File: src/pce_pkg.sv
// Package for the Playfair encryptor: key-square constants, item modes,
// controller states and the command/status structs between ctrl and datapath.
// No dependencies.
`timescale 1ns / 1ps
`default_nettype none

package pce_pkg;

    localparam logic [4:0] C_CELLS       = 5'd25;
    localparam logic [4:0] C_LAST_LETTER = 5'd25;
    localparam logic [2:0] C_SIDE_LAST   = 3'd4;
    localparam logic [4:0] C_IDX_I       = 5'd8;
    localparam logic [4:0] C_IDX_J       = 5'd9;
    localparam logic [4:0] C_IDX_X       = 5'd23;
    localparam logic [6:0] C_CHAR_A      = 7'd65;

    typedef enum logic [1:0] {
        MODE_KEY   = 2'd0,
        MODE_SEAL  = 2'd1,
        MODE_TEXT  = 2'd2,
        MODE_FLUSH = 2'd3
    } t_mode;

    typedef enum logic [2:0] {
        ST_IDLE,
        ST_SEAL,
        ST_POS,
        ST_SQ,
        ST_OUT_FIRST,
        ST_OUT_SECOND
    } t_state;

    typedef struct packed {
        logic take;
        logic seal_step;
        logic rd_pos;
        logic rd_sq;
        logic out_second;
    } t_cmd;

    typedef struct packed {
        logic go_seal;
        logic go_enc;
        logic seal_last;
    } t_stat;

endpackage

`default_nettype wire

File: src/pce_ifs.sv
// Valid/ready channel interfaces for the Playfair encryptor: input item
// channel and cipher letter channel. No dependencies.
`timescale 1ns / 1ps
`default_nettype none

interface pce_in_if;
    logic       valid;
    logic       ready;
    logic [1:0] mode;
    logic [7:0] data_byte;

    modport source (output valid, mode, data_byte, input ready);
    modport sink   (input valid, mode, data_byte, output ready);
endinterface

interface pce_out_if;
    logic       valid;
    logic       ready;
    logic [6:0] cipher_char;
    logic       pair_last;

    modport source (output valid, cipher_char, pair_last, input ready);
    modport sink   (input valid, cipher_char, pair_last, output ready);
endinterface

`default_nettype wire

File: src/pce_datapath.sv
// Datapath of the Playfair encryptor: key square and letter position memories,
// present bits, fill/seal/pending state, pair lookup and cell rules.
// Depends on pce_pkg.
`timescale 1ns / 1ps
`default_nettype none

module pce_datapath (
    input  wire              i_clk,
    input  wire              i_rst_n,
    input  wire pce_pkg::t_cmd i_cmd,
    output pce_pkg::t_stat   o_stat,
    input  wire [1:0]        i_mode,
    input  wire [7:0]        i_data_byte,
    output logic [6:0]       o_cipher_char,
    output logic             o_pair_last
);

    logic [4:0] sq_mem  [25];
    logic [4:0] pos_mem [26];

    logic [25:0] r_present;
    logic [4:0]  r_fill;
    logic        r_sealed;
    logic [4:0]  r_seal_idx;
    logic [4:0]  r_pend;
    logic        r_pend_v;
    logic [4:0]  r_pa, r_pb;
    logic [4:0]  r_pos_a, r_pos_b;
    logic [4:0]  r_ch_a, r_ch_b;

    pce_pkg::t_mode w_mode;
    logic [7:0] w_diff_u, w_diff_l;
    logic       w_is_letter;
    logic [4:0] w_letter;
    logic       w_place_req;
    logic [4:0] w_place_l;
    logic       w_place_do;
    logic       w_text_pair;
    logic       w_flush_pair;
    logic [4:0] w_o1, w_o2;

    function automatic logic [4:0] f_map_j(input logic [4:0] l);
        f_map_j = (l == pce_pkg::C_IDX_J) ? pce_pkg::C_IDX_I : l;
    endfunction

    function automatic logic [2:0] f_row(input logic [4:0] p);
        if (p < 5'd5)       f_row = 3'd0;
        else if (p < 5'd10) f_row = 3'd1;
        else if (p < 5'd15) f_row = 3'd2;
        else if (p < 5'd20) f_row = 3'd3;
        else                f_row = 3'd4;
    endfunction

    function automatic logic [4:0] f_mul5(input logic [2:0] r);
        f_mul5 = {r, 2'b00} + {2'b00, r};
    endfunction

    function automatic logic [2:0] f_inc(input logic [2:0] v);
        f_inc = (v == pce_pkg::C_SIDE_LAST) ? 3'd0 : v + 3'd1;
    endfunction

    function automatic logic [2:0] f_col(input logic [4:0] p);
        logic [4:0] d;
        d = p - f_mul5(f_row(p));
        f_col = d[2:0];
    endfunction

    // byte decode
    always_comb begin
        w_mode      = pce_pkg::t_mode'(i_mode);
        w_diff_u    = i_data_byte - 8'd65;
        w_diff_l    = i_data_byte - 8'd97;
        w_is_letter = 1'b0;
        w_letter    = 5'd0;
        if (i_data_byte inside {[8'd65:8'd90]}) begin
            w_is_letter = 1'b1;
            w_letter    = w_diff_u[4:0];
        end else if (i_data_byte inside {[8'd97:8'd122]}) begin
            w_is_letter = 1'b1;
            w_letter    = w_diff_l[4:0];
        end
    end

    // placement from key byte or seal sweep
    always_comb begin
        w_place_req = 1'b0;
        w_place_l   = 5'd0;
        if (i_cmd.take && w_mode == pce_pkg::MODE_KEY && !r_sealed && w_is_letter) begin
            w_place_req = 1'b1;
            w_place_l   = f_map_j(w_letter);
        end else if (i_cmd.seal_step && r_seal_idx != pce_pkg::C_IDX_J) begin
            w_place_req = 1'b1;
            w_place_l   = r_seal_idx;
        end
        w_place_do = w_place_req && !r_present[w_place_l] && (r_fill < pce_pkg::C_CELLS);
    end

    always_comb begin
        w_text_pair  = (w_mode == pce_pkg::MODE_TEXT) && r_sealed && w_is_letter && r_pend_v;
        w_flush_pair = (w_mode == pce_pkg::MODE_FLUSH) && r_sealed && r_pend_v;
        o_stat.go_seal   = (w_mode == pce_pkg::MODE_SEAL) && !r_sealed;
        o_stat.go_enc    = w_text_pair || w_flush_pair;
        o_stat.seal_last = (r_seal_idx == pce_pkg::C_LAST_LETTER);
    end

    // row, column and rectangle rules
    always_comb begin
        logic [2:0] r1, c1, r2, c2;
        r1 = f_row(r_pos_a);
        c1 = f_col(r_pos_a);
        r2 = f_row(r_pos_b);
        c2 = f_col(r_pos_b);
        if (r1 == r2) begin
            w_o1 = f_mul5(r1) + {2'b00, f_inc(c1)};
            w_o2 = f_mul5(r2) + {2'b00, f_inc(c2)};
        end else if (c1 == c2) begin
            w_o1 = f_mul5(f_inc(r1)) + {2'b00, c1};
            w_o2 = f_mul5(f_inc(r2)) + {2'b00, c2};
        end else begin
            w_o1 = f_mul5(r1) + {2'b00, c2};
            w_o2 = f_mul5(r2) + {2'b00, c1};
        end
    end

    always_ff @(posedge i_clk) begin
        if (w_place_do) begin
            pos_mem[w_place_l] <= r_fill;
            sq_mem[r_fill]     <= w_place_l;
        end
        if (i_cmd.rd_pos) begin
            r_pos_a <= pos_mem[r_pa];
            r_pos_b <= pos_mem[r_pb];
        end
        if (i_cmd.rd_sq) begin
            r_ch_a <= sq_mem[w_o1];
            r_ch_b <= sq_mem[w_o2];
        end
    end

    always_ff @(posedge i_clk) begin
        if (i_cmd.take && o_stat.go_enc) begin
            r_pa <= f_map_j(r_pend);
            if (w_text_pair && w_letter != r_pend) begin
                r_pb <= f_map_j(w_letter);
            end else begin
                r_pb <= pce_pkg::C_IDX_X;
            end
        end
    end

    always_ff @(posedge i_clk) begin
        if (!i_rst_n) begin
            r_present  <= '0;
            r_fill     <= 5'd0;
            r_sealed   <= 1'b0;
            r_seal_idx <= 5'd0;
            r_pend     <= 5'd0;
            r_pend_v   <= 1'b0;
        end else begin
            if (w_place_do) begin
                r_present[w_place_l] <= 1'b1;
                r_fill               <= r_fill + 5'd1;
            end
            if (i_cmd.seal_step) begin
                if (o_stat.seal_last) begin
                    r_seal_idx <= 5'd0;
                    r_sealed   <= 1'b1;
                end else begin
                    r_seal_idx <= r_seal_idx + 5'd1;
                end
            end
            if (i_cmd.take) begin
                if (w_mode == pce_pkg::MODE_TEXT && r_sealed && w_is_letter && !r_pend_v) begin
                    r_pend   <= w_letter;
                    r_pend_v <= 1'b1;
                end else if (w_text_pair && w_letter != r_pend) begin
                    r_pend_v <= 1'b0;
                end else if (w_flush_pair) begin
                    r_pend_v <= 1'b0;
                end
            end
        end
    end

    always_comb begin
        o_pair_last   = i_cmd.out_second;
        o_cipher_char = pce_pkg::C_CHAR_A + {2'b00, (i_cmd.out_second ? r_ch_b : r_ch_a)};
    end

endmodule

`default_nettype wire

File: src/pce_ctrl.sv
// Controller of the Playfair encryptor: sequences item intake, the seal sweep,
// the two lookup steps and the two output beats. Depends on pce_pkg.
`timescale 1ns / 1ps
`default_nettype none

module pce_ctrl (
    input  wire              i_clk,
    input  wire              i_rst_n,
    input  wire              i_in_valid,
    output logic             o_in_ready,
    output logic             o_out_valid,
    input  wire              i_out_ready,
    input  wire pce_pkg::t_stat i_stat,
    output pce_pkg::t_cmd    o_cmd
);

    pce_pkg::t_state r_state, n_state;

    always_ff @(posedge i_clk) begin
        if (!i_rst_n) begin
            r_state <= pce_pkg::ST_IDLE;
        end else begin
            r_state <= n_state;
        end
    end

    always_comb begin
        n_state = r_state;
        case (r_state)
            pce_pkg::ST_IDLE: begin
                if (i_in_valid) begin
                    if (i_stat.go_seal) begin
                        n_state = pce_pkg::ST_SEAL;
                    end else if (i_stat.go_enc) begin
                        n_state = pce_pkg::ST_POS;
                    end
                end
            end
            pce_pkg::ST_SEAL: begin
                if (i_stat.seal_last) begin
                    n_state = pce_pkg::ST_IDLE;
                end
            end
            pce_pkg::ST_POS:  n_state = pce_pkg::ST_SQ;
            pce_pkg::ST_SQ:   n_state = pce_pkg::ST_OUT_FIRST;
            pce_pkg::ST_OUT_FIRST: begin
                if (i_out_ready) begin
                    n_state = pce_pkg::ST_OUT_SECOND;
                end
            end
            pce_pkg::ST_OUT_SECOND: begin
                if (i_out_ready) begin
                    n_state = pce_pkg::ST_IDLE;
                end
            end
            default: n_state = pce_pkg::ST_IDLE;
        endcase
    end

    always_comb begin
        o_in_ready       = 1'b0;
        o_out_valid      = 1'b0;
        o_cmd            = '0;
        case (r_state)
            pce_pkg::ST_IDLE: begin
                o_in_ready = 1'b1;
                o_cmd.take = i_in_valid;
            end
            pce_pkg::ST_SEAL:  o_cmd.seal_step = 1'b1;
            pce_pkg::ST_POS:   o_cmd.rd_pos = 1'b1;
            pce_pkg::ST_SQ:    o_cmd.rd_sq = 1'b1;
            pce_pkg::ST_OUT_FIRST: begin
                o_out_valid = 1'b1;
            end
            pce_pkg::ST_OUT_SECOND: begin
                o_out_valid      = 1'b1;
                o_cmd.out_second = 1'b1;
            end
            default: o_cmd = '0;
        endcase
    end

endmodule

`default_nettype wire

File: src/playfair_cipher_encryptor_unit.sv
// Playfair encryptor top level: one item at a time. Key and text bytes that
// give no pair are taken in IDLE; a seal runs a 26-letter sweep in ST_SEAL.
// A pair: the input beat, the ST_POS and ST_SQ lookups, then the two letter
// beats, each held while the output is not ready (two lookup steps, two beats).
// Synchronous active-low reset clears control, seal state, present bits, fill
// and pending letter; the square and position memories are not cleared.
`timescale 1ns / 1ps
`default_nettype none

module playfair_cipher_encryptor_unit (
    input wire        i_clk,
    input wire        i_rst_n,
    pce_in_if.sink    i_in_ch,
    pce_out_if.source o_out_ch
);

    pce_pkg::t_cmd  w_cmd;
    pce_pkg::t_stat w_stat;

    pce_ctrl u_ctrl (
        .i_clk       (i_clk),
        .i_rst_n     (i_rst_n),
        .i_in_valid  (i_in_ch.valid),
        .o_in_ready  (i_in_ch.ready),
        .o_out_valid (o_out_ch.valid),
        .i_out_ready (o_out_ch.ready),
        .i_stat      (w_stat),
        .o_cmd       (w_cmd)
    );

    pce_datapath u_datapath (
        .i_clk         (i_clk),
        .i_rst_n       (i_rst_n),
        .i_cmd         (w_cmd),
        .o_stat        (w_stat),
        .i_mode        (i_in_ch.mode),
        .i_data_byte   (i_in_ch.data_byte),
        .o_cipher_char (o_out_ch.cipher_char),
        .o_pair_last   (o_out_ch.pair_last)
    );

endmodule

`default_nettype wire

File: src/flat_wrapper.sv
// flat-port wrapper written by rule: the top's interface ports become plain ports
module playfair_cipher_encryptor_unit_flat 
  (i_clk, i_rst_n, i_in_ch_valid, i_in_ch_mode, i_in_ch_data_byte, i_in_ch_ready, o_out_ch_valid, o_out_ch_cipher_char, o_out_ch_pair_last, o_out_ch_ready);
  pce_in_if i_in_ch_i ();
  pce_out_if o_out_ch_i ();
  input wire i_clk;
  input wire i_rst_n;
  input wire logic [$bits(i_in_ch_i.valid)-1:0] i_in_ch_valid;
  input wire logic [$bits(i_in_ch_i.mode)-1:0] i_in_ch_mode;
  input wire logic [$bits(i_in_ch_i.data_byte)-1:0] i_in_ch_data_byte;
  output wire logic [$bits(i_in_ch_i.ready)-1:0] i_in_ch_ready;
  output wire logic [$bits(o_out_ch_i.valid)-1:0] o_out_ch_valid;
  output wire logic [$bits(o_out_ch_i.cipher_char)-1:0] o_out_ch_cipher_char;
  output wire logic [$bits(o_out_ch_i.pair_last)-1:0] o_out_ch_pair_last;
  input wire logic [$bits(o_out_ch_i.ready)-1:0] o_out_ch_ready;
  assign i_in_ch_i.valid = i_in_ch_valid;
  assign i_in_ch_i.mode = i_in_ch_mode;
  assign i_in_ch_i.data_byte = i_in_ch_data_byte;
  assign i_in_ch_ready = i_in_ch_i.ready;
  assign o_out_ch_valid = o_out_ch_i.valid;
  assign o_out_ch_cipher_char = o_out_ch_i.cipher_char;
  assign o_out_ch_pair_last = o_out_ch_i.pair_last;
  assign o_out_ch_i.ready = o_out_ch_ready;
  playfair_cipher_encryptor_unit u_core (.i_clk(i_clk), .i_rst_n(i_rst_n), .i_in_ch(i_in_ch_i), .o_out_ch(o_out_ch_i));
endmodule
File: config.mk
export PLATFORM = sky130hd
export DESIGN_NAME = playfair_cipher_encryptor_unit_flat
export DESIGN_NICKNAME = d
export VERILOG_FILES = /design/src/pce_pkg.sv /design/src/pce_ifs.sv /design/src/pce_datapath.sv /design/src/pce_ctrl.sv /design/src/playfair_cipher_encryptor_unit.sv /design/src/flat_wrapper.sv
export SDC_FILE = /design/constraint.sdc
export NUM_CORES = 1
export LEC_CHECK = 0
export BUFFER_PORTS_ARGS = -buffer_cell sky130_fd_sc_hd__buf_2
export CELL_PAD_IN_SITES_DETAIL_PLACEMENT = 0
export CELL_PAD_IN_SITES_GLOBAL_PLACEMENT = 1
export CORE_MARGIN = 3
export CORE_UTILIZATION = 52
export DETAILED_ROUTE_END_ITERATION = 6
export GPL_TIMING_DRIVEN = 0
export PLACE_DENSITY = 0.82
export SYNTH_ARGS = -nofsm -noshare
export SYNTH_HDL_FRONTEND = slang
export SYNTH_SLANG_ARGS = --single-unit
File: constraint.sdc
create_clock -name i_clk -period 5.9 [get_ports i_clk]
set_input_delay 0 -clock i_clk [delete_from_list [all_inputs] [get_ports i_clk]]
set_output_delay 0 -clock i_clk [all_outputs]
set_load 0.01 [all_outputs]
* After elaboration in Yosys (flattened, before gate mapping)
Memories as Yosys holds them, arrays and structs flattened. A register that Yosys moved wholly into a read port is not among the register bits.
Index checks and enable logic that the tools add are counted.
** Storage, ports and cells
- Bits of input ports :: 14
- Memories kept :: 2
- Memory bits (read-only) :: 0
- Output and inout port bits :: 10
- Register bits after elaboration :: 56
- Memory bits (writable) :: 255
- Latch bits :: 0
** Memory list
- u_core.u_datapath.pos_mem :: words 26, bits a word 5, read ports 2, clocked after Yosys merged registers in 2, write ports 1, line pce_datapath.sv:19 : logic [4:0] pos_mem [26];
- u_core.u_datapath.sq_mem :: words 25, bits a word 5, read ports 2, clocked after Yosys merged registers in 2, write ports 1, line pce_datapath.sv:18 : logic [4:0] sq_mem [25];
** Operators by class
- Reduce and logical (&&, ||, !) cells :: 30
- Mux-type cells :: 50
- Add/sub/neg operators :: 21
- Bitwise operators :: 1
- Div/mod/pow operators :: 0
- Eq/ne operators :: 24
- Order comparisons :: 15
- Shift operators :: 0
- $mul :: 0
** Operators by type and width (number)
- $mux 5 :: 11
- $mux 3 :: 18
- $add 5x3->5 :: 10
- $or 26x26->26 :: 1
- $lt 5x4->1 const B :: 4
- $eq 3x3->1 const B :: 6
- $logic_and 1x1->1 :: 18
- $mux 1 :: 18
- $pmux 3 s6 :: 1
- $ge 8x7->1 const B :: 2
- $le 8x7->1 const B :: 2
- $lt 5x5->1 const B :: 3
- $add 3x1->3 const B :: 4
- $add 5x1->5 const B :: 2
- $eq 5x4->1 const B :: 2
- $lt 5x3->1 const B :: 2
- $sub 5x1->5 const B :: 2
- $ne 2x2->1 const B :: 4
- $add 7x5->7 const A :: 1
- $eq 3x2->1 const B :: 2
- $eq 3x3->1 :: 2
- $lt 5x6->1 const B :: 1
- $reduce_and 2->1 :: 3
- $sub 3x3->3 :: 2
- 17 further kinds :: 20

* Depth between registers and ports, before layout
Gate-level depths: netlist of run 1.
- Depth after elaboration :: 14
- Gate-level depth with buffers :: 20
- Depth with buffers taken out :: 19

* By module
From an unflattened synthesis of run 1, not the netlist that was laid out.
** Second synthesis, totals
- Cell total of the unflattened synthesis :: 1215
- Area total of the unflattened synthesis :: 17413.0 sq um
** By module, submodules not included
- pce_datapath :: cells an instance 1191, area an instance 17220.3 sq um, sequential area each 9419.0 sq um, times used 1
- pce_ctrl :: cells an instance 24, area an instance 192.7 sq um, sequential area each 60.1 sq um, times used 1

* Worst setup path after synthesis of run 1
No wires, ideal clock.
- Path type :: register -> register
- Start point :: reg u_core.u_datapath.r_pos_b[2] (read register of u_core.u_datapath.pos_mem)
- End point :: reg u_core.u_datapath.r_ch_b[1] (read register of u_core.u_datapath.sq_mem) (data pin)
- Buffers on the path :: 2
- Setup time :: 0.268 ns
- Cell stages (with the launch flop) :: 18
- Path slack :: 0.801 ns
- Period minus slack after synthesis :: 5.099 ns
- Arrival time :: 4.831 ns
- Data required time :: 5.632 ns
- Path through :: edfxtp_1 o21a_1 clkbuf_1 a21oi_1 ha_1 inv_1 fa_1 xor3_1 inv_2 fa_1 fa_1 a221o_1 a21oi_1 a21oi_2 buf_2 mux2_2 a22oi_1 nand4_1
** On the way
- Word-level cells in the longest chain between the ends :: 11
** RTL lines
- from (decl) :: line pce_datapath.sv:28 : logic [4:0] r_pos_a, r_pos_b;
- $lt 5x5->1 :: line pce_datapath.sv:50 : else if (p < 5'd20) f_row = 3'd3;
- $mux 3 :: line pce_datapath.sv:50
- $mux 3 :: line pce_datapath.sv:49 : else if (p < 5'd15) f_row = 3'd2;
- $mux 3 :: line pce_datapath.sv:48 : else if (p < 5'd10) f_row = 3'd1;
- $mux 3 :: line pce_datapath.sv:47 : if (p < 5'd5) f_row = 3'd0;
- $add 5x3->5 (tied with other cells) :: line pce_datapath.sv:55 : f_mul5 = {r, 2'b00} + {2'b00, r};
- $sub 3x3->3 or $mux 3 (tied branches) :: line pce_datapath.sv:64, pce_datapath.sv:59
- $add 3x1->3 (tied with other cells) :: line pce_datapath.sv:59 : f_inc = (v == pce_pkg::C_SIDE_LAST) ? 3'd0 : v + 3'd1;
- $mux 3 or $add 5x3->5 (tied branches) :: line pce_datapath.sv:59, pce_datapath.sv:118
- $add 5x3->5 or $mux 5 (tied branches) :: line pce_datapath.sv:115, pce_datapath.sv:116
- $mux 5 (*) :: line pce_datapath.sv:113 : if (r1 == r2) begin
- to (decl) :: line pce_datapath.sv:29 : logic [4:0] r_ch_a, r_ch_b;
Every way passes the cells marked *; elsewhere a longest branch is shown, timed or not.
A chain may end at the register's enable or synchronous reset.

* Final worst setup path of run 1
- Start point :: reg u_core.u_datapath.r_pos_a[4] (read register of u_core.u_datapath.pos_mem)
- End point :: reg u_core.u_datapath.r_ch_a[3] (read register of u_core.u_datapath.sq_mem) (data pin)
** On the way
- Word-level cells in the longest chain between the ends :: 11
** RTL lines (line)
- from (decl) :: pce_datapath.sv:28
- $lt 5x5->1 :: pce_datapath.sv:50
- $mux 3 :: pce_datapath.sv:50
- $mux 3 :: pce_datapath.sv:49
- $mux 3 :: pce_datapath.sv:48
- $mux 3 (*) :: pce_datapath.sv:47
- $add 5x3->5 (tied with other cells) :: pce_datapath.sv:55
- $sub 3x3->3 or $mux 3 (tied branches) :: pce_datapath.sv:64, pce_datapath.sv:59
- $add 3x1->3 (tied with other cells) :: pce_datapath.sv:59
- $mux 3 or $add 5x3->5 (tied branches) :: pce_datapath.sv:59, pce_datapath.sv:117
- $add 5x3->5 or $mux 5 (tied branches) :: pce_datapath.sv:114, pce_datapath.sv:116
- $mux 5 (*) :: pce_datapath.sv:113
- to (decl) :: pce_datapath.sv:29
Marked as above.

==> results.md, run 1 <==
* Count of filler cells inserted in the layout at 3130
* Hold Fails Final Rpt at 0
* Setup TNS at 0 ps
* Biggest registers after layout: u_core.u_datapath.pos_mem x130, u_core.u_datapath.sq_mem x125, u_core.u_datapath.r_present x26
* Skew-Pair Late Insertion Delay at 570 ps
* Fraction of power consumed by the clock network at 46.3%
* Final period util at 96.6%
* Height of the chip at 202 um
* Cell family contributing the most delay on the critical path: compound AO/OA/AOI/OAI gates
* Clock slew seen by the registers of the worst setup and hold paths at 60 ps
* Clock Tree Buf Depth at 3
* Number of antenna violations at the first check in global routing at 1
* Setup violation total in the final timing report at 0
* Max-slew headroom at 4.01%
* F_max at 176 MHz
* Slowest stage cell, crit path: sky130_fd_sc_hd__fa_2
* Synthesized instance count at 1769
* Final HPWL DP at 48200 um
* Cell-by-cell trace of the critical path: or3b_1, a21oi_1, nor2_1, inv_2, ha_1, inv_1, fa_2, xnor2_1, a31oi_1, a21oi_2, buf_4, mux2i_4, o21ai_1, clkbuf_2, buf_1, nand3_1, nand3_1, a32oi_1, o211ai_1
* Count of non-filler cells in the finished layout at 2383
* Area growth from synthesis to final layout at 11.7%
* Most common library cells after synthesis: sky130_fd_sc_hd__edfxtp_1, sky130_fd_sc_hd__nand2_1, sky130_fd_sc_hd__nand3_1, sky130_fd_sc_hd__o211ai_1, sky130_fd_sc_hd__clkbuf_1
* Post-synthesis sequential area ratio at 47.6%
* Met1 layer usage reported by global route at 46.2%
* Clock Sinks at 331
* Cell area after layout at 22200 sq um
* Arr. time, crit path at 5910 ps
* Synthesized flop and latch total at 331
* Most area-hungry cell type in the Yosys netlist: sky130_fd_sc_hd__edfxtp_1
* Setup slack after layout at 202 ps
* Worst R2R End: u_core.u_datapath.r_ch_a[3]
* Via count at 16400
* Crit path launch: u_core.u_datapath.r_pos_a[4]
* Shortest period the worst path allows at 5700 ps
* Reg-to-reg critical path startpoint: u_core.u_datapath.r_pos_a[4]
* Fraction of power spent switching nets at 21.4%
* Iteration-0 DRC count of the detailed router at 2079
* Worst Tran Pin Value at 1430 ps
* Number of cells after detailed placement at 2303
* Pin count of the biggest net entering global routing at 35
* Number of nets in the finished design at 1908
* Internal power at 3880 uW
* Critical path's largest stage delay at 640 ps
* Critical path depth at 19
* Worst path required time at 6110 ps
* Class of the most critical hold timing path: in -> reg
* Post-DP Area at 20700 sq um
* Run status: finished with violations
* Overflow after GRT at 0
* Setup repair after global routing missed its margin: no
* Via-to-Cell Ratio at 6.88
* Number of flip-flops under the largest register name at 130
* Power density over the cells at 222 nW/um^2
* Remaining design rule violation count at 4
* Post-synthesis net count at 1835
* Die area at 40700 sq um
* Number of optimization iterations in the first detailed-route pass at 7
* Total routing usage reported by global routing at 32.3%
* H-tree Lvls at 2
* Largest fanout on the critical path at 10
* Count of maximum capacitance violations at 0
* Final Slew Violations at 0
* Switch Pwr at 1060 uW
* Number of placement rows at 71
* Buffers on Ports at 21
* Seq pwr share at 51.2%
* Synth cell types at 85
* Cell count of the worst reg-to-reg path at 19
* Violations in the final reports: design-rule violations
* Final RePlAce weighted congestion at 1.01
* Global-route met3 utilization at 11.1%
* Crit end category: flop
* Startpoint types: flop
* Num ports at 24
* Crit Path Class: reg -> reg
* Number of enable-type register cells in the synthesized netlist at 285
* Clock Root Buffer: sky130_fd_sc_hd__clkbuf_16
* Setup slack of the worst register-to-register path at 200 ps
* Post-route ant nets at 0
* Via count of the first global-routing pass at 15600
* Most common cell in the synthesized netlist: sky130_fd_sc_hd__edfxtp_1
* First-pass GRT wire length at 99400 um
* Place WS at -957 ps
* Crit path top cell by count: sky130_fd_sc_hd__nand3_1
* Routed length per placed instance at 27.9 um
* Fraction of synthesized cell area taken by the top area cell type at 43.0%
* Combinational fraction of design power at 2.5%
* Die Span X at 202 um
* Largest register by flop count: u_core.u_datapath.pos_mem
* Area inside the core boundary at 37700 sq um
* Count of synthesis-stage warnings from yosys at 0
* Total wire length after detailed routing at 66500 um
* Gr busiest metal: met2
* Final worst clock skew at 22.0 ps
* Met2 routing resource usage after global routing at 47.8%
* Total buffers and inverters traversed by the critical path at 5
* Post-synthesis cell area at 19900 sq um
* Worst vdd rail ir drop at 186 uV
* Async S/R FF share, synth at 0%
* Layout cell share with drive strength beyond 1 at 15.2%
* Starting utilization of the core area at 52.9%
* Primary FF master, synth: sky130_fd_sc_hd__edfxtp_1
* Final hold slack at 43.4 ps
* P_leak at 0.00757 uW
* CTS Buf Count at 37
* Synth area leaders: sky130_fd_sc_hd__edfxtp_1, sky130_fd_sc_hd__mux4_2, sky130_fd_sc_hd__dfxtp_1, sky130_fd_sc_hd__o211ai_1, sky130_fd_sc_hd__nand3_1
* CP endpoint: u_core.u_datapath.r_ch_a[3]
* Post-synthesis area per instance at 11.3 sq um
* TritonCTS clock tree: done
## power groups by stage
stage                     Combinational, uW  Clock (uW)  Sequential (uW)
after global routing                    132        2400             2530
final                                   123        2290             2530
after detailed placement                117           0             2580
after global placement                  114           0             2580
after floorplan                        74.8           0             2580
after CTS                               121        2310             2530
## metrics by stage
stage          total power, uW  util, %
2_1_floorplan             2650        -
5_1_grt                   5060     59.1
3_3_place_gp              2690     54.8
4_1_cts                   4960     58.7
6_report                  4940     59.1
3_5_place_dp              2700     55.0
## worst min path at each step
stage                              start  slack [ps]                          end  depth (start not counted)
floorplan           i_in_ch_data_byte[0]         100  u_core.u_datapath.r_pend[0]                          1
global route        i_in_ch_data_byte[4]          60  u_core.u_datapath.r_pend[4]                          3
detailed placement               i_rst_n         310     u_core.u_ctrl.r_state[1]                          3
CTS                 i_in_ch_data_byte[4]          10  u_core.u_datapath.r_pend[4]                          3
global placement                 i_rst_n         310     u_core.u_ctrl.r_state[1]                          3
finish              i_in_ch_data_byte[4]          40  u_core.u_datapath.r_pend[4]                          3
## logic make-up after synthesis
family,count (synthesis),synth area share (%)
AO/OA/AOI/OAI,479,17.7
XOR/XNOR,40,1.91
adder cells (fa/ha/maj),54,3.75
buffers and inverters,196,4.02
flip-flops,331,47.6
multiplexers,146,12.1
other,1,0.0188
AND/OR/NAND/NOR,522,12.9
## cell type report
type	count	area [sq um]	share of cell area (%)
inverters	53	203	0.911
plain buffers	139	597	2.68
flip-flops and latches	331	9480	42.6
multi-input cells	1242	9850	44.3
well taps	511	639	2.87
repair buffers	38	273	1.23
diodes	1	2.50	0.0112
clock inverters	24	229	1.03
clock buffers	44	973	4.38
## routing by layer
metal / vias up / share of wire, %
met1: 8097 / 40
met5: - / 0
li1: 7127 / -
met2: 1025 / 44
met4: 0 / 2.4
met3: 146 / 14
## worst reg2reg max path, cell delays in order (launching register included)
cell                       delay [ps]
sky130_fd_sc_hd__edfxtp_1         460
sky130_fd_sc_hd__or3b_1           410
sky130_fd_sc_hd__a21oi_1          270
sky130_fd_sc_hd__nor2_1           190
sky130_fd_sc_hd__inv_2            150
sky130_fd_sc_hd__ha_1             160
sky130_fd_sc_hd__inv_1             50
sky130_fd_sc_hd__fa_2             640
sky130_fd_sc_hd__xnor2_1          200
sky130_fd_sc_hd__a31oi_1          170
sky130_fd_sc_hd__a21oi_2          260
sky130_fd_sc_hd__buf_4            300
sky130_fd_sc_hd__mux2i_4          370
sky130_fd_sc_hd__o21ai_1          260
sky130_fd_sc_hd__clkbuf_2         300
sky130_fd_sc_hd__buf_1            300
sky130_fd_sc_hd__nand3_1          160
sky130_fd_sc_hd__nand3_1          110
sky130_fd_sc_hd__a32oi_1          290
sky130_fd_sc_hd__o211ai_1         300
## what timing repair did
action	in CTS	in global routing
setup buffers	0	7
pin swaps	0	2
endpoints found under the setup margin	10	10
hold buffers	8	0
hold endpoints to repair	12	0
gates resized for setup	33	25
## cells in the final DEF (no fill, tap or decap), drive strengths merged, types with 9 or more instances in the layout
master	Yosys	layout
a21oi	57	57
xnor2	26	26
buf	30	60
xor2	12	12
a311oi	9	9
edfxtp	285	285
a211oi	52	52
mux2i	32	32
a32oi	10	10
clkinv	2	17
nor4	10	10
nor3b	11	11
dfxtp	46	46
nand3	153	153
a32o	26	26
nand2	157	157
nor2	44	44
o211ai	122	122
a211o	48	48
and3	30	30
fa	10	10
inv	51	53
clkbuf	113	153
nand2b	19	19
o21ai	79	79
mux4	71	71
ha	42	42
nor3	51	51
nor2b	15	15
mux2	43	43
Power figures use the tool's default switching activity.
==> inputs of run 2 (changes only) <==
--- a/config.mk
+++ b/config.mk
@@ -9,10 +9,11 @@
 export CELL_PAD_IN_SITES_DETAIL_PLACEMENT = 0
 export CELL_PAD_IN_SITES_GLOBAL_PLACEMENT = 1
 export CORE_MARGIN = 3
-export CORE_UTILIZATION = 52
+export CORE_UTILIZATION = 54
 export DETAILED_ROUTE_END_ITERATION = 6
 export GPL_TIMING_DRIVEN = 0
 export PLACE_DENSITY = 0.82
 export SYNTH_ARGS = -nofsm -noshare
 export SYNTH_HDL_FRONTEND = slang
+export SYNTH_HIERARCHICAL = 1
 export SYNTH_SLANG_ARGS = --single-unit
==> results.md, run 2 <==
* Post-synthesis sequential area ratio at 54.4% (was 47.6%)
* Number of enable-type register cells in the synthesized netlist at 285 (unchanged)
* Final RePlAce weighted congestion at 0.905 (was 1.01)
* Worst vdd rail ir drop at 233 uV (was 186 uV)
* Iteration-0 DRC count of the detailed router at 973 (was 2079)
* Count of synthesis-stage warnings from yosys at 6 (was 0)
* Max-slew headroom at 17.0% (was 4.01%)
* Pin count of the biggest net entering global routing at 35 (unchanged)
* Number of placement rows at 65 (was 71)
* Final hold slack at 15.0 ps (was 43.4 ps)
* Most area-hungry cell type in the Yosys netlist: sky130_fd_sc_hd__edfxtp_1 (unchanged)
* Routed length per placed instance at 24.8 um (was 27.9 um)
* Worst hold path cell count at 3 (unchanged)
* Starting utilization of the core area at 55.0% (was 52.9%)
* Post-route ant nets at 0 (unchanged)
* Seq pwr share at 41.9% (was 51.2%)
* Post-synthesis area per instance at 14.3 sq um (was 11.3 sq um)
* Number of cells after detailed placement at 1642 (was 2303)
* Most common cell in the synthesized netlist: sky130_fd_sc_hd__edfxtp_1 (unchanged)
* Area inside the core boundary at 31600 sq um (was 37700 sq um)
* Total wire length after detailed routing at 42600 um (was 66500 um)
* Hold Fails Final Rpt at 0 (unchanged)
* Via count of the first global-routing pass at 11100 (was 15600)
* Fraction of power spent switching nets at 27.5% (was 21.4%)
* Biggest registers after layout: u_core/u_datapath/pos_mem x130, u_core/u_datapath/sq_mem x125, u_core/u_datapath/r_present x26 (was u_core.u_datapath.pos_mem x130, u_core.u_datapath.sq_mem x125, u_core.u_datapath.r_present x26)
* Fraction of synthesized cell area taken by the top area cell type at 49.1% (was 43.0%)
* Most common library cells after synthesis: sky130_fd_sc_hd__edfxtp_1, sky130_fd_sc_hd__mux4_2, sky130_fd_sc_hd__nor2_1, sky130_fd_sc_hd__mux2i_1, sky130_fd_sc_hd__dfxtp_1 (was sky130_fd_sc_hd__edfxtp_1, sky130_fd_sc_hd__nand2_1, sky130_fd_sc_hd__nand3_1, sky130_fd_sc_hd__o211ai_1, sky130_fd_sc_hd__clkbuf_1)
* Clock slew seen by the registers of the worst setup and hold paths at 60 ps (about the same)
* Class of the most critical hold timing path: in -> reg (unchanged)
* H-tree Lvls at 2 (unchanged)
* F_max at 177 MHz (was 176 MHz)
* Via-to-Cell Ratio at 6.46 (was 6.88)
* Total routing usage reported by global routing at 25.3% (was 32.3%)
* Post-DP Area at 18100 sq um (was 20700 sq um)
* Synthesized instance count at 1215 (was 1769)
* Cell count of the worst reg-to-reg path at 19 (unchanged)
* Diode count at 0 (was 1)
* Skew-Pair Late Insertion Delay at 530 ps (was 570 ps)
* Die area at 34400 sq um (was 40700 sq um)
* Primary FF master, synth: sky130_fd_sc_hd__edfxtp_1 (unchanged)
* Synth area leaders: sky130_fd_sc_hd__edfxtp_1, sky130_fd_sc_hd__mux4_2, sky130_fd_sc_hd__dfxtp_1, sky130_fd_sc_hd__mux2i_1, sky130_fd_sc_hd__ha_1 (was sky130_fd_sc_hd__edfxtp_1, sky130_fd_sc_hd__mux4_2, sky130_fd_sc_hd__dfxtp_1, sky130_fd_sc_hd__o211ai_1, sky130_fd_sc_hd__nand3_1)
* P_leak at 0.00672 uW (was 0.00757 uW)
* Power density over the cells at 314 nW/um^2 (was 222 nW/um^2)
* Num ports at 24 (unchanged)
* Synthesized flop and latch total at 331 (unchanged)
* Count of filler cells inserted in the layout at 2364 (was 3130)
* Final HPWL DP at 30300 um (was 48200 um)
* Count of maximum capacitance violations at 0 (unchanged)
* Largest register by flop count: u_core/u_datapath/pos_mem (was u_core.u_datapath.pos_mem)
* Remaining design rule violation count at 0 (was 4)
* Most used cells in the layout excluding fill and tap cells: sky130_fd_sc_hd__edfxtp_1, sky130_fd_sc_hd__mux4_2, sky130_fd_sc_hd__nor2_1 (was sky130_fd_sc_hd__edfxtp_1, sky130_fd_sc_hd__nand2_1, sky130_fd_sc_hd__nand3_1)
* Final period util at 95.9% (was 96.6%)
* Shortest period the worst path allows at 5660 ps (was 5700 ps)
* Cell area after layout at 19400 sq um (was 22200 sq um)
* Async S/R FF share, synth at 0% (unchanged)
* Layout cell share with drive strength beyond 1 at 21.0% (was 15.2%)
* CTS Buf Count at 36 (was 37)
* Setup violation total in the final timing report at 0 (unchanged)
* Startpoint types: flop (unchanged)
* Overflow after GRT at 0 (unchanged)
* Post-synthesis cell area at 17400 sq um (was 19900 sq um)
* Clock Sinks at 331 (unchanged)
* Total Power Consumption at 6100 uW (was 4940 uW)
* Worst Tran Pin Value at 1240 ps (was 1430 ps)
* Arr. time, crit path at 5850 ps (was 5910 ps)
* Crit end category: flop (unchanged)
* Final Slew Violations at 0 (unchanged)
* Switch Pwr at 1680 uW (was 1060 uW)
* Number of optimization iterations in the first detailed-route pass at 5 (was 7)
* Via count at 11100 (was 16400)
* End-of-flow core utilization at 61.4% (was 59.1%)
* Number of antenna violations at the first check in global routing at 0 (was 1)
* Clock Root Buffer: sky130_fd_sc_hd__clkbuf_16 (unchanged)
* Clock Tree Buf Depth at 3 (unchanged)
* Height of the chip at 186 um (was 202 um)
* Die Span X at 186 um (was 202 um)
* Worst path required time at 6100 ps (was 6110 ps)
* Number of nets in the finished design at 1356 (was 1908)
* Largest fanout on the critical path at 12 (was 10)
* Count of non-filler cells in the finished layout at 1719 (was 2383)
* Internal power at 4420 uW (was 3880 uW)
* Combinational fraction of design power at 22.0% (was 2.5%)
* Buffers on Ports at 22 (was 21)
* Crit Path Class: reg -> reg (unchanged)
* Fraction of power consumed by the clock network at 36.1% (was 46.3%)
* Area growth from synthesis to final layout at 11.5% (was 11.7%)
* Final worst clock skew at 28.3 ps (was 22.0 ps)
* Most common cell after layout, fill and taps aside: sky130_fd_sc_hd__edfxtp_1 (unchanged)
* Run status: completed (was finished with violations)
* First-pass GRT wire length at 65900 um (was 99400 um)
* Number of flip-flops under the largest register name at 130 (unchanged)
* Synth cell types at 80 (was 85)
* TritonCTS clock tree: done (unchanged)
* Post-synthesis net count at 1281 (was 1835)
==> run 2: cell families after synthesis <==
group,count (synthesis),share of synthesized area (%)
flip-flops,331,54.4
AND/OR/NAND/NOR,252,7.03
buffers and inverters,109,2.69
XOR/XNOR,44,2.26
adder cells (fa/ha/maj),54,4.28
AO/OA/AOI/OAI,210,8.79
multiplexers,214,20.5
other,1,0.0215
==> run 2: worst paths after layout <==
kind                                  startpoint                             end  slack, ps
setup reg to reg    u_core/u_datapath/r_pos_a[2]     u_core/u_datapath/r_ch_a[3]        240
setup / recovery    u_core/u_datapath/r_pos_a[2]     u_core/u_datapath/r_ch_a[3]        240
hold reg to reg   u_core/u_datapath/r_present[3]  u_core/u_datapath/r_present[3]        470
hold / removal              i_in_ch_data_byte[0]     u_core/u_datapath/r_pend[0]         10
==> run 2: layout make-up <==
class / count / area, sq um / share of cell area [%]
Multi-Input combinational cell: 775 / 7530 / 38.7
Sequential cell: 331 / 9480 / 48.8
Clock inverter: 23 / 208 / 1.07
Clock buffer: 42 / 955 / 4.92
Tap cell: 402 / 503 / 2.59
Buffer: 67 / 329 / 1.69
Timing Repair Buffer: 37 / 265 / 1.37
Inverter: 42 / 158 / 0.812
==> run 2: critical path, cell delays in order (launching register included) <==
cell and delay, ps:
sky130_fd_sc_hd__edfxtp_1 500, sky130_fd_sc_hd__o21ai_1 350, sky130_fd_sc_hd__o31a_1 200, sky130_fd_sc_hd__clkbuf_4 220
sky130_fd_sc_hd__ha_1 170, sky130_fd_sc_hd__inv_1 50, sky130_fd_sc_hd__fa_1 370, sky130_fd_sc_hd__xnor2_1 170
sky130_fd_sc_hd__xnor2_2 270, sky130_fd_sc_hd__inv_2 170, sky130_fd_sc_hd__fa_1 560, sky130_fd_sc_hd__fa_1 530
sky130_fd_sc_hd__and3_1 170, sky130_fd_sc_hd__a311oi_1 320, sky130_fd_sc_hd__a21oi_2 120, sky130_fd_sc_hd__clkbuf_4 240
sky130_fd_sc_hd__buf_4 240, sky130_fd_sc_hd__mux4_2 290, sky130_fd_sc_hd__a22oi_1 190, sky130_fd_sc_hd__o221ai_1 230
==> run 2: repair_timing <==
action	CTS	global route
setup buffers	3	1
setup endpoints to repair	10	10
hold buffers	8	0
resized for setup	13	10
pin swaps	2	1
hold endpoints to repair	11	0
==> run 2: routing by layer <==
metal	part of all wire (%)	GRT usage, %
met5	0	0
met4	4.3	10.8
met3	5.3	3.15
met2	48	41.3
met1	42	34.8
==> run 2: power by group through the flow <==
stage	Combinational (uW)	Clock, uW	Sequential [uW]
5_1_grt	1440	2340	2550
2_1_floorplan	956	0	2600
3_3_place_gp	1270	0	2600
4_1_cts	1320	2240	2550
3_5_place_dp	1290	0	2600
6_report	1340	2200	2550
==> run 2: stage by stage <==
stage | TNS [ps] | setup slack (ps)
global route | -16.4 | -13.7
CTS | 0 | 14.3
finish | 0 | 242
floorplan | 0 | 383
global placement | -9440 | -1150
detailed placement | -9910 | -1240
